[src/hw/rtl/ftrm_pkg.sv]
// ----------------------------------------------------------------------------
// ftrm_pkg
// Shared types, constants and helpers of the fan tach rpm meter.
// ----------------------------------------------------------------------------
package ftrm_pkg;

  localparam int NOW_W      = 32;
  localparam int CNT_W      = 16;
  localparam int RPM_W      = 16;
  localparam int PPR_W      = 16;
  localparam int INTV_W     = 16;
  localparam int DUTY_W     = 17;
  localparam int PWM_W      = 8;
  localparam int NUM_W      = 32;              // pulses * 60000
  localparam int DEN_W      = NOW_W + PPR_W;   // elapsed * pulses_per_rev
  localparam int DIV_W      = 50;              // holds 2*num + den and 2*den
  localparam int DIV_CNT_W  = 6;
  localparam int OUT_DATA_W = 32;
  localparam int CFG_IDX_W  = 2;
  localparam int CFG_DATA_W = 17;
  localparam int QDEPTH     = 2;
  localparam int QPTR_W     = $clog2(QDEPTH);

  localparam logic [NUM_W-1:0]  MINUTE_MS      = 32'd60000;
  localparam logic [RPM_W-1:0]  RPM_MAX        = 16'hFFFF;
  localparam logic [DUTY_W-1:0] DUTY_FULL      = 17'h10000;
  localparam logic [PPR_W-1:0]  PPR_RESET      = 16'd2;
  localparam logic [INTV_W-1:0] INTERVAL_RESET = 16'd1000;

  typedef enum logic [CFG_IDX_W-1:0] {
    CFG_PPR      = 2'd0,
    CFG_INTERVAL = 2'd1,
    CFG_DUTY     = 2'd2
  } cfg_idx_t;

  typedef struct packed {
    logic [PPR_W-1:0]  pulses_per_rev;
    logic [INTV_W-1:0] sample_interval_ms;
    logic [DUTY_W-1:0] duty_fraction;
  } cfg_t;

  typedef struct packed {
    logic             window;   // this time update closes a window
    logic [CNT_W-1:0] pulses;
    logic [NOW_W-1:0] elapsed;
  } job_t;

  typedef struct packed {
    logic full;
    logic valid;
  } q_stat_t;

  typedef enum logic [2:0] {
    BK_IDLE,
    BK_MUL,
    BK_PREP,
    BK_DIV,
    BK_DONE
  } back_state_t;

  function automatic logic [PWM_W-1:0] pwm_from_duty(input logic [DUTY_W-1:0] duty);
    logic [DUTY_W-1:0] d;
    logic [24:0]       p;
    d = (duty > DUTY_FULL) ? DUTY_FULL : duty;
    p = 25'(d) * 25'd255 + 25'd32768;
    return p[23:16];
  endfunction

endpackage

[src/hw/rtl/ftrm_front.sv]
// ----------------------------------------------------------------------------
// ftrm_front
// Accepts tach and time items, keeps the pulse count and window start,
// and queues one job per item for the back end.
// ----------------------------------------------------------------------------
module ftrm_front (
  input  logic                              clk,
  input  logic                              rst,
  input  logic                              s_tvalid,
  output logic                              s_tready,
  input  logic                              s_tuser,   // [0] operation
  input  logic [ftrm_pkg::NOW_W-1:0]        s_tdata,   // [31:0] now_ms
  input  ftrm_pkg::cfg_t                    cfg,
  input  ftrm_pkg::q_stat_t                 q_stat,
  output logic                              push,
  output ftrm_pkg::job_t                    push_job
);
  import ftrm_pkg::*;

  logic [CNT_W-1:0] pulse_counter;
  logic [NOW_W-1:0] last_sample_time;
  logic [NOW_W-1:0] elapsed;
  logic             window;

  assign elapsed  = s_tdata - last_sample_time;   // mod 2^32
  assign window   = s_tuser && (elapsed >= NOW_W'(cfg.sample_interval_ms));
  assign s_tready = !q_stat.full;
  assign push     = s_tvalid && s_tready;

  assign push_job.window  = window;
  assign push_job.pulses  = pulse_counter;
  assign push_job.elapsed = elapsed;

  always_ff @(posedge clk) begin
    if (rst) begin
      pulse_counter    <= '0;
      last_sample_time <= '0;
    end else if (push) begin
      if (window) begin
        pulse_counter    <= '0;
        last_sample_time <= s_tdata;
      end else if (!s_tuser) begin
        pulse_counter <= pulse_counter + 1'b1;
      end
    end
  end

endmodule

[src/hw/rtl/ftrm_queue.sv]
// ----------------------------------------------------------------------------
// ftrm_queue
// Short job FIFO between front and back end.
// ----------------------------------------------------------------------------
module ftrm_queue (
  input  logic              clk,
  input  logic              rst,
  input  logic              push,
  input  ftrm_pkg::job_t    push_job,
  input  logic              pop,
  output ftrm_pkg::job_t    pop_job,
  output ftrm_pkg::q_stat_t q_stat
);
  import ftrm_pkg::*;

  job_t              mem [QDEPTH];
  logic [QPTR_W-1:0] wr_ptr;
  logic [QPTR_W-1:0] rd_ptr;
  logic [QPTR_W:0]   count;

  assign pop_job      = mem[rd_ptr];
  assign q_stat.full  = (count == (QPTR_W+1)'(QDEPTH));
  assign q_stat.valid = (count != '0);

  always_ff @(posedge clk) begin
    if (push) begin
      mem[wr_ptr] <= push_job;
    end
  end

  // depth is a power of two, so pointers wrap naturally
  always_ff @(posedge clk) begin
    if (rst) begin
      wr_ptr <= '0;
      rd_ptr <= '0;
      count  <= '0;
    end else begin
      if (push) wr_ptr <= wr_ptr + 1'b1;
      if (pop)  rd_ptr <= rd_ptr + 1'b1;
      case ({push, pop})
        2'b10:   count <= count + 1'b1;
        2'b01:   count <= count - 1'b1;
        default: count <= count;
      endcase
    end
  end

endmodule

[src/hw/rtl/ftrm_back.sv]
// ----------------------------------------------------------------------------
// ftrm_back
// Runs queued jobs: rpm by multiply then restoring division, and drives
// the result register.
// ----------------------------------------------------------------------------
module ftrm_back (
  input  logic                            clk,
  input  logic                            rst,
  input  ftrm_pkg::cfg_t                  cfg,
  input  ftrm_pkg::q_stat_t               q_stat,
  input  ftrm_pkg::job_t                  pop_job,
  output logic                            pop,
  output logic                            m_tvalid,
  input  logic                            m_tready,
  // [15:0] rpm, [16] sample_taken, [24:17] pwm_level, [31:25] zero
  output logic [ftrm_pkg::OUT_DATA_W-1:0] m_tdata
);
  import ftrm_pkg::*;

  back_state_t          state, state_next;
  job_t                 cur;
  logic [RPM_W-1:0]     rpm_value;
  logic                 taken;
  logic [NUM_W-1:0]     prod_num;
  logic [DEN_W-1:0]     prod_den;
  logic [DIV_W-1:0]     n_reg;
  logic [DIV_W-1:0]     d_reg;
  logic [DIV_W-1:0]     rem;
  logic [DIV_W-1:0]     quo;
  logic [DIV_CNT_W-1:0] cnt;

  logic                 out_free;
  logic                 load_out;
  logic                 zero_case;
  logic                 div_last;
  logic [DIV_W:0]       r_shift;
  logic [DIV_W:0]       r_sub;
  logic                 ge;
  logic [DIV_W-1:0]     quo_next;

  assign out_free  = !m_tvalid || m_tready;
  assign zero_case = (pop_job.elapsed == '0) || (cfg.pulses_per_rev == '0);
  assign div_last  = (cnt == DIV_CNT_W'(DIV_W - 1));
  assign r_shift   = {rem, n_reg[DIV_W-1]};
  assign r_sub     = r_shift - {1'b0, d_reg};
  assign ge        = !r_sub[DIV_W];
  assign quo_next  = {quo[DIV_W-2:0], ge};

  always_comb begin
    state_next = state;
    case (state)
      BK_IDLE: begin
        if (q_stat.valid) begin
          if (!pop_job.window || zero_case) state_next = BK_DONE;
          else                              state_next = BK_MUL;
        end
      end
      BK_MUL:  state_next = BK_PREP;
      BK_PREP: state_next = BK_DIV;
      BK_DIV: begin
        if (div_last) state_next = BK_DONE;
      end
      BK_DONE: begin
        if (out_free) state_next = BK_IDLE;
      end
      default: state_next = BK_IDLE;
    endcase
  end

  always_comb begin
    pop      = 1'b0;
    load_out = 1'b0;
    case (state)
      BK_IDLE: pop      = q_stat.valid;
      BK_DONE: load_out = out_free;
      default: ;
    endcase
  end

  always_ff @(posedge clk) begin
    if (rst) state <= BK_IDLE;
    else     state <= state_next;
  end

  always_ff @(posedge clk) begin
    if (rst) begin
      rpm_value <= '0;
    end else if (state == BK_IDLE && pop && pop_job.window && zero_case) begin
      rpm_value <= '0;
    end else if (state == BK_DIV && div_last) begin
      rpm_value <= (|quo_next[DIV_W-1:RPM_W]) ? RPM_MAX : quo_next[RPM_W-1:0];
    end
  end

  // q = (2*num + den) / (2*den), one quotient bit per cycle
  always_ff @(posedge clk) begin
    case (state)
      BK_IDLE: begin
        if (pop) begin
          cur   <= pop_job;
          taken <= pop_job.window;
        end
      end
      BK_MUL: begin
        prod_num <= NUM_W'(cur.pulses) * MINUTE_MS;
        prod_den <= DEN_W'(cur.elapsed) * DEN_W'(cfg.pulses_per_rev);
      end
      BK_PREP: begin
        n_reg <= DIV_W'({prod_num, 1'b0}) + DIV_W'(prod_den);
        d_reg <= DIV_W'({prod_den, 1'b0});
        rem   <= '0;
        quo   <= '0;
        cnt   <= '0;
      end
      BK_DIV: begin
        rem   <= ge ? r_sub[DIV_W-1:0] : r_shift[DIV_W-1:0];
        n_reg <= {n_reg[DIV_W-2:0], 1'b0};
        quo   <= quo_next;
        cnt   <= cnt + 1'b1;
      end
      default: ;
    endcase
  end

  always_ff @(posedge clk) begin
    if (rst) begin
      m_tvalid <= 1'b0;
    end else if (load_out) begin
      m_tvalid <= 1'b1;
    end else if (m_tready) begin
      m_tvalid <= 1'b0;
    end
  end

  always_ff @(posedge clk) begin
    if (load_out) begin
      m_tdata <= {7'b0, pwm_from_duty(cfg.duty_fraction), taken, rpm_value};
    end
  end

endmodule

[src/hw/rtl/fan_tach_rpm_meter.sv]
// ----------------------------------------------------------------------------
// fan_tach_rpm_meter
// Fan tach pulse counter with windowed rpm measurement and PWM level.
// ----------------------------------------------------------------------------
// Flow: a job passes BK_IDLE then BK_DONE; a closing update with nonzero
//   elapsed and pulses_per_rev also passes BK_MUL, BK_PREP and the 50-step
//   restoring divider. The back end runs one job at a time and holds in
//   BK_DONE on a stall; the front end takes items while the queue has room.
// Reset: synchronous; clears counter, sample time, rpm and queue, loads
//   register defaults (pulses_per_rev 2, interval 1000, duty 0).
module fan_tach_rpm_meter (
  input  logic                            clk,
  input  logic                            rst,
  input  logic                            s_tvalid,
  output logic                            s_tready,
  input  logic                            s_tuser,    // [0] operation
  input  logic [ftrm_pkg::NOW_W-1:0]      s_tdata,    // [31:0] now_ms
  output logic                            m_tvalid,
  input  logic                            m_tready,
  // [15:0] rpm, [16] sample_taken, [24:17] pwm_level, [31:25] zero
  output logic [ftrm_pkg::OUT_DATA_W-1:0] m_tdata,
  input  logic                            cfg_we,
  input  logic [ftrm_pkg::CFG_IDX_W-1:0]  cfg_index,
  input  logic [ftrm_pkg::CFG_DATA_W-1:0] cfg_wdata
);
  import ftrm_pkg::*;

  cfg_t    cfg;
  q_stat_t q_stat;
  job_t    push_job;
  job_t    pop_job;
  logic    push;
  logic    pop;

  always_ff @(posedge clk) begin
    if (rst) begin
      cfg.pulses_per_rev     <= PPR_RESET;
      cfg.sample_interval_ms <= INTERVAL_RESET;
      cfg.duty_fraction      <= '0;
    end else if (cfg_we) begin
      case (cfg_index)
        CFG_PPR:      cfg.pulses_per_rev     <= cfg_wdata[PPR_W-1:0];
        CFG_INTERVAL: cfg.sample_interval_ms <= cfg_wdata[INTV_W-1:0];
        CFG_DUTY:     cfg.duty_fraction      <= cfg_wdata[DUTY_W-1:0];
        default: ;
      endcase
    end
  end

  ftrm_front u_front (
    .clk      (clk),
    .rst      (rst),
    .s_tvalid (s_tvalid),
    .s_tready (s_tready),
    .s_tuser  (s_tuser),
    .s_tdata  (s_tdata),
    .cfg      (cfg),
    .q_stat   (q_stat),
    .push     (push),
    .push_job (push_job)
  );

  ftrm_queue u_queue (
    .clk      (clk),
    .rst      (rst),
    .push     (push),
    .push_job (push_job),
    .pop      (pop),
    .pop_job  (pop_job),
    .q_stat   (q_stat)
  );

  ftrm_back u_back (
    .clk      (clk),
    .rst      (rst),
    .cfg      (cfg),
    .q_stat   (q_stat),
    .pop_job  (pop_job),
    .pop      (pop),
    .m_tvalid (m_tvalid),
    .m_tready (m_tready),
    .m_tdata  (m_tdata)
  );

  a_no_overflow: assert property (@(posedge clk) disable iff (rst)
    push |-> !q_stat.full)
    else $error("job queue overflow");

  a_no_underflow: assert property (@(posedge clk) disable iff (rst)
    pop |-> q_stat.valid)
    else $error("job queue underflow");

  a_pad_zero: assert property (@(posedge clk) disable iff (rst)
    m_tvalid |-> (m_tdata[OUT_DATA_W-1:25] == '0))
    else $error("result padding not zero");

endmodule
[config.mk]
export PLATFORM = sky130hd
export DESIGN_NAME = fan_tach_rpm_meter
export DESIGN_NICKNAME = d
export VERILOG_FILES = /design/src/hw/rtl/ftrm_pkg.sv /design/src/hw/rtl/ftrm_front.sv /design/src/hw/rtl/ftrm_queue.sv /design/src/hw/rtl/ftrm_back.sv /design/src/hw/rtl/fan_tach_rpm_meter.sv
export SDC_FILE = /design/constraint.sdc
export NUM_CORES = 2
export LEC_CHECK = 0
export BUFFER_PORTS_ARGS = -buffer_cell sky130_fd_sc_hd__buf_2
export CORE_ASPECT_RATIO = 0.9
export CORE_MARGIN = 8
export CORE_UTILIZATION = 56
export DETAILED_ROUTE_END_ITERATION = 8
export PLACE_DENSITY = 0.72
export SYNTH_ARGS = -nofsm -noshare
export SYNTH_HDL_FRONTEND = slang
export SYNTH_SLANG_ARGS = --single-unit
[constraint.sdc]
create_clock -name clk -period 18.1 [get_ports clk]
set_clock_uncertainty 0.15 [all_clocks]
set_input_delay 0.905 -clock clk [delete_from_list [all_inputs] [get_ports clk]]
set_output_delay 0.905 -clock clk [all_outputs]
set_load 0.02 [all_outputs]
==> impl_summary.md <==
Worst setup path
At the worst endpoint, the required time is 18.33 ns. The setup path with the least slack is of type flip-flop to flip-flop. The reg-to-reg setup timing slack is 10.10 ns. The kind of end point of the critical path is a flip-flop. The peak fanout along the critical path is 34.

For the worst setup path, the data arrival time is 8.23 ns. The kind of start point of the critical path is a flip-flop.

Job
The max-cap violation count is 0.

Place
Once detailed placement completed, the half-perimeter wirelength came to 81100 um. In this run the tool buffered the top-level ports with 83 buffer cells. The congestion estimate from routability-driven global placement came to 0.9199.

STA
The achievable frequency is 125.0 MHz. The worst hold slack after final layout is 0.2683 ns. The final clock period utilization by the worst path is 44.20%. Setup violations remaining at the end of the flow were counted as 0. The time the final worst path needs with I/O delays and setup is 8.000 ns. The summed negative setup slack over all endpoints is 0 ns. The final-report hold violation count is 0. The actual slew at the worst max-slew pin is 1.192 ns. Setup repair after global routing left no endpoint under its margin. The headroom to the max-slew limit is 20.45%. The total count of max-transition violations in the final report came to 0.

Yosys
The most used flip-flop cell after synthesis is edfxtp_1. The proportion of register bits with asynchronous set or reset after synthesis is 0%. The number of instances in the synthesized netlist is 4776. The flip-flop and latch count after synthesis is 572. Averaged over all synthesized cells, the footprint is 10.26 um2. The mapped cell area is 49000 um2. In this run, synthesis inferred 450 flip-flops with an integrated enable. Synthesis instantiated 90 different standard cells from the library. The share of synthesized area occupied by flip-flops and latches is 32.56%.

Yosys printed 0 warnings.

Drt
The antenna violation net count after detailed routing is 0. Dividing the detail-routed via count by the number of cells gives 5.536. After detailed routing, the number of remaining DRC violations is 0. The number of vias in the routed layout is 33110. The routed wire length is 106300 um. The violation count after the first detailed-routing iteration is 2731. After detailed routing, the average wire length per cell comes to 17.78 um. The first-pass iteration count of the detailed router is 6.

Layout
Compared with the post-synthesis result, the final layout area differs by 7.466%. The repair_antennas step left the layout with diodes totalling 0. The share of layout cells above drive strength 1 is 6.589%. The number of nets in the layout is 5763. In the layout the commonest cells are inv_1 (727), nand2_1 (595), fa_1 (556).

The leading cell type in the layout, fill and taps excluded is inv_1. The register with the most flip-flops in the layout has 98 of them.

Clock tree
TritonCTS built the clock tree. The source-to-sink clock delay at the later pin of the worst-skew pair is 0.64 ns. The buffer cell driving the clock tree root is clkbuf_16. Hold repair after CTS inserted 0 buffers. In this run, post-CTS repair resized a total of 0 instances.

The H-tree was split into 2 levels. TritonCTS created 61 clock buffers. The clock transition at the register clock pins on the worst setup and hold paths after CTS is 0.06 ns. Post-CTS timing repair inserted 0 buffers for setup. The clock drives 572 sinks.

Counting along the longest clock path gives a buffer depth of 3.

Global route
Global routing used 22.29% of the available tracks across all layers. The global-route wire length before repair is 177100 um. The pin count of the biggest net entering global routing is 80. The number of global-route vias before repair is 34060. Global routing finished with a remaining overflow of 0. The initial antenna violation count is 2.

Hold path
The worst hold path belongs to the class flip-flop to flip-flop.

Die
The total area inside the core boundary comes to 87250 um2. The site row count is 103. The width of the die is 327.8 um.

The overall die area is 97240 um2. The vertical die dimension is 296.6 um. The initial core utilization is 56.17%. During I/O placement, the number of pins put on the boundary was 91.

Run status
The flow ran to the end, and the final reports show no timing, DRC or antenna violations.
[worst paths after layout]
check | from | to | cells past startpoint
setup reg to reg | cfg[39] | u_back.prod_den[47] | 24
setup / recovery | cfg[39] | u_back.prod_den[47] | 24
hold reg to reg | u_back.taken | u_back.m_tdata[16] | 0
hold / removal | u_back.taken | u_back.m_tdata[16] | 0
[cells in the mapped netlist, types with 60 or more instances]
| library cell | n | area (um2) |
|---|---|---|
| a21o_1 | 94 | 705.7 |
| and2_1 | 243 | 1520 |
| dfxtp_1 | 122 | 2442 |
| a21oi_1 | 265 | 1326 |
| ha_1 | 376 | 4705 |
| inv_1 | 727 | 2729 |
| xor2_1 | 79 | 691.9 |
| edfxtp_1 | 450 | 13510 |
| clkbuf_1 | 163 | 611.8 |
| nand2_1 | 596 | 2237 |
| and3_1 | 88 | 550.5 |
| nor2_1 | 192 | 720.7 |
| o21ai_0 | 60 | 300.3 |
| xnor2_1 | 119 | 1042 |
| fa_1 | 556 | 11130 |
[logic make-up (layout without fill, tap and decap cells)]
family | after synthesis | in the layout | synth area share, %
xor gates and xnor gates | 198 | 198 | 3.539
DFF | 572 | 572 | 32.56
muxes | 84 | 84 | 1.841
adders and majority gates | 932 | 932 | 32.31
buffers and inverters | 916 | 960 | 7.157
AOI/OAI and AO/OA | 666 | 666 | 8.702
other | 1 | 7 | 0.007653
and+or+nand+nor | 1407 | 1407 | 13.88
[critical path, stage by stage (launching register included)]
cell and delay, ns:
dfxtp_1 1.11, and2_1 0.26, fa_1 0.41, inv_1 0.08, fa_1 0.43, fa_1 0.52
inv_1 0.06, fa_1 0.49, fa_1 0.50, inv_1 0.05, fa_1 0.47, inv_1 0.04
ha_1 0.35, a21o_1 0.20, a21o_1 0.16, a21oi_1 0.12, o21ai_0 0.08, a21o_1 0.19
a2111oi_0 0.59, o31ai_1 0.25, o41ai_2 0.37, o31ai_1 0.21, a221o_1 0.36, a21oi_1 0.18
xnor2_1 0.10
[per-stage QoR]
step	util, %	setup WS [ns]	cell area, um2	instances
floorplan	-	9.997	49030	4782
detailed placement	57.82	10.17	50450	5866
finish	60.36	10.10	52660	5981
global placement	57.82	10.25	50450	5866
global route	60.36	9.695	52660	5981
CTS	60.36	10.17	52660	5981
[metal layers]
layer	track usage, %	up-vias	wire length (um)
met4	6.156	2	2712
met1	31.79	16330	48650
li1	-	15700	-
met5	0	-	13
met3	3.600	166	6656
met2	35.55	914	48300
[cell type report]
type	instances	area, um2
tap	1155	1445
sequential	572	15960
clock buffer	68	1584
fill	7148	34590
multi-input combinational	3294	29640
inverter	728	2733
timing repair buffer	117	673.1
clock inverter	47	630.6
Power is not shown: default switching activity piles up to over one toggle a cycle in this logic, so the estimate is an artifact.
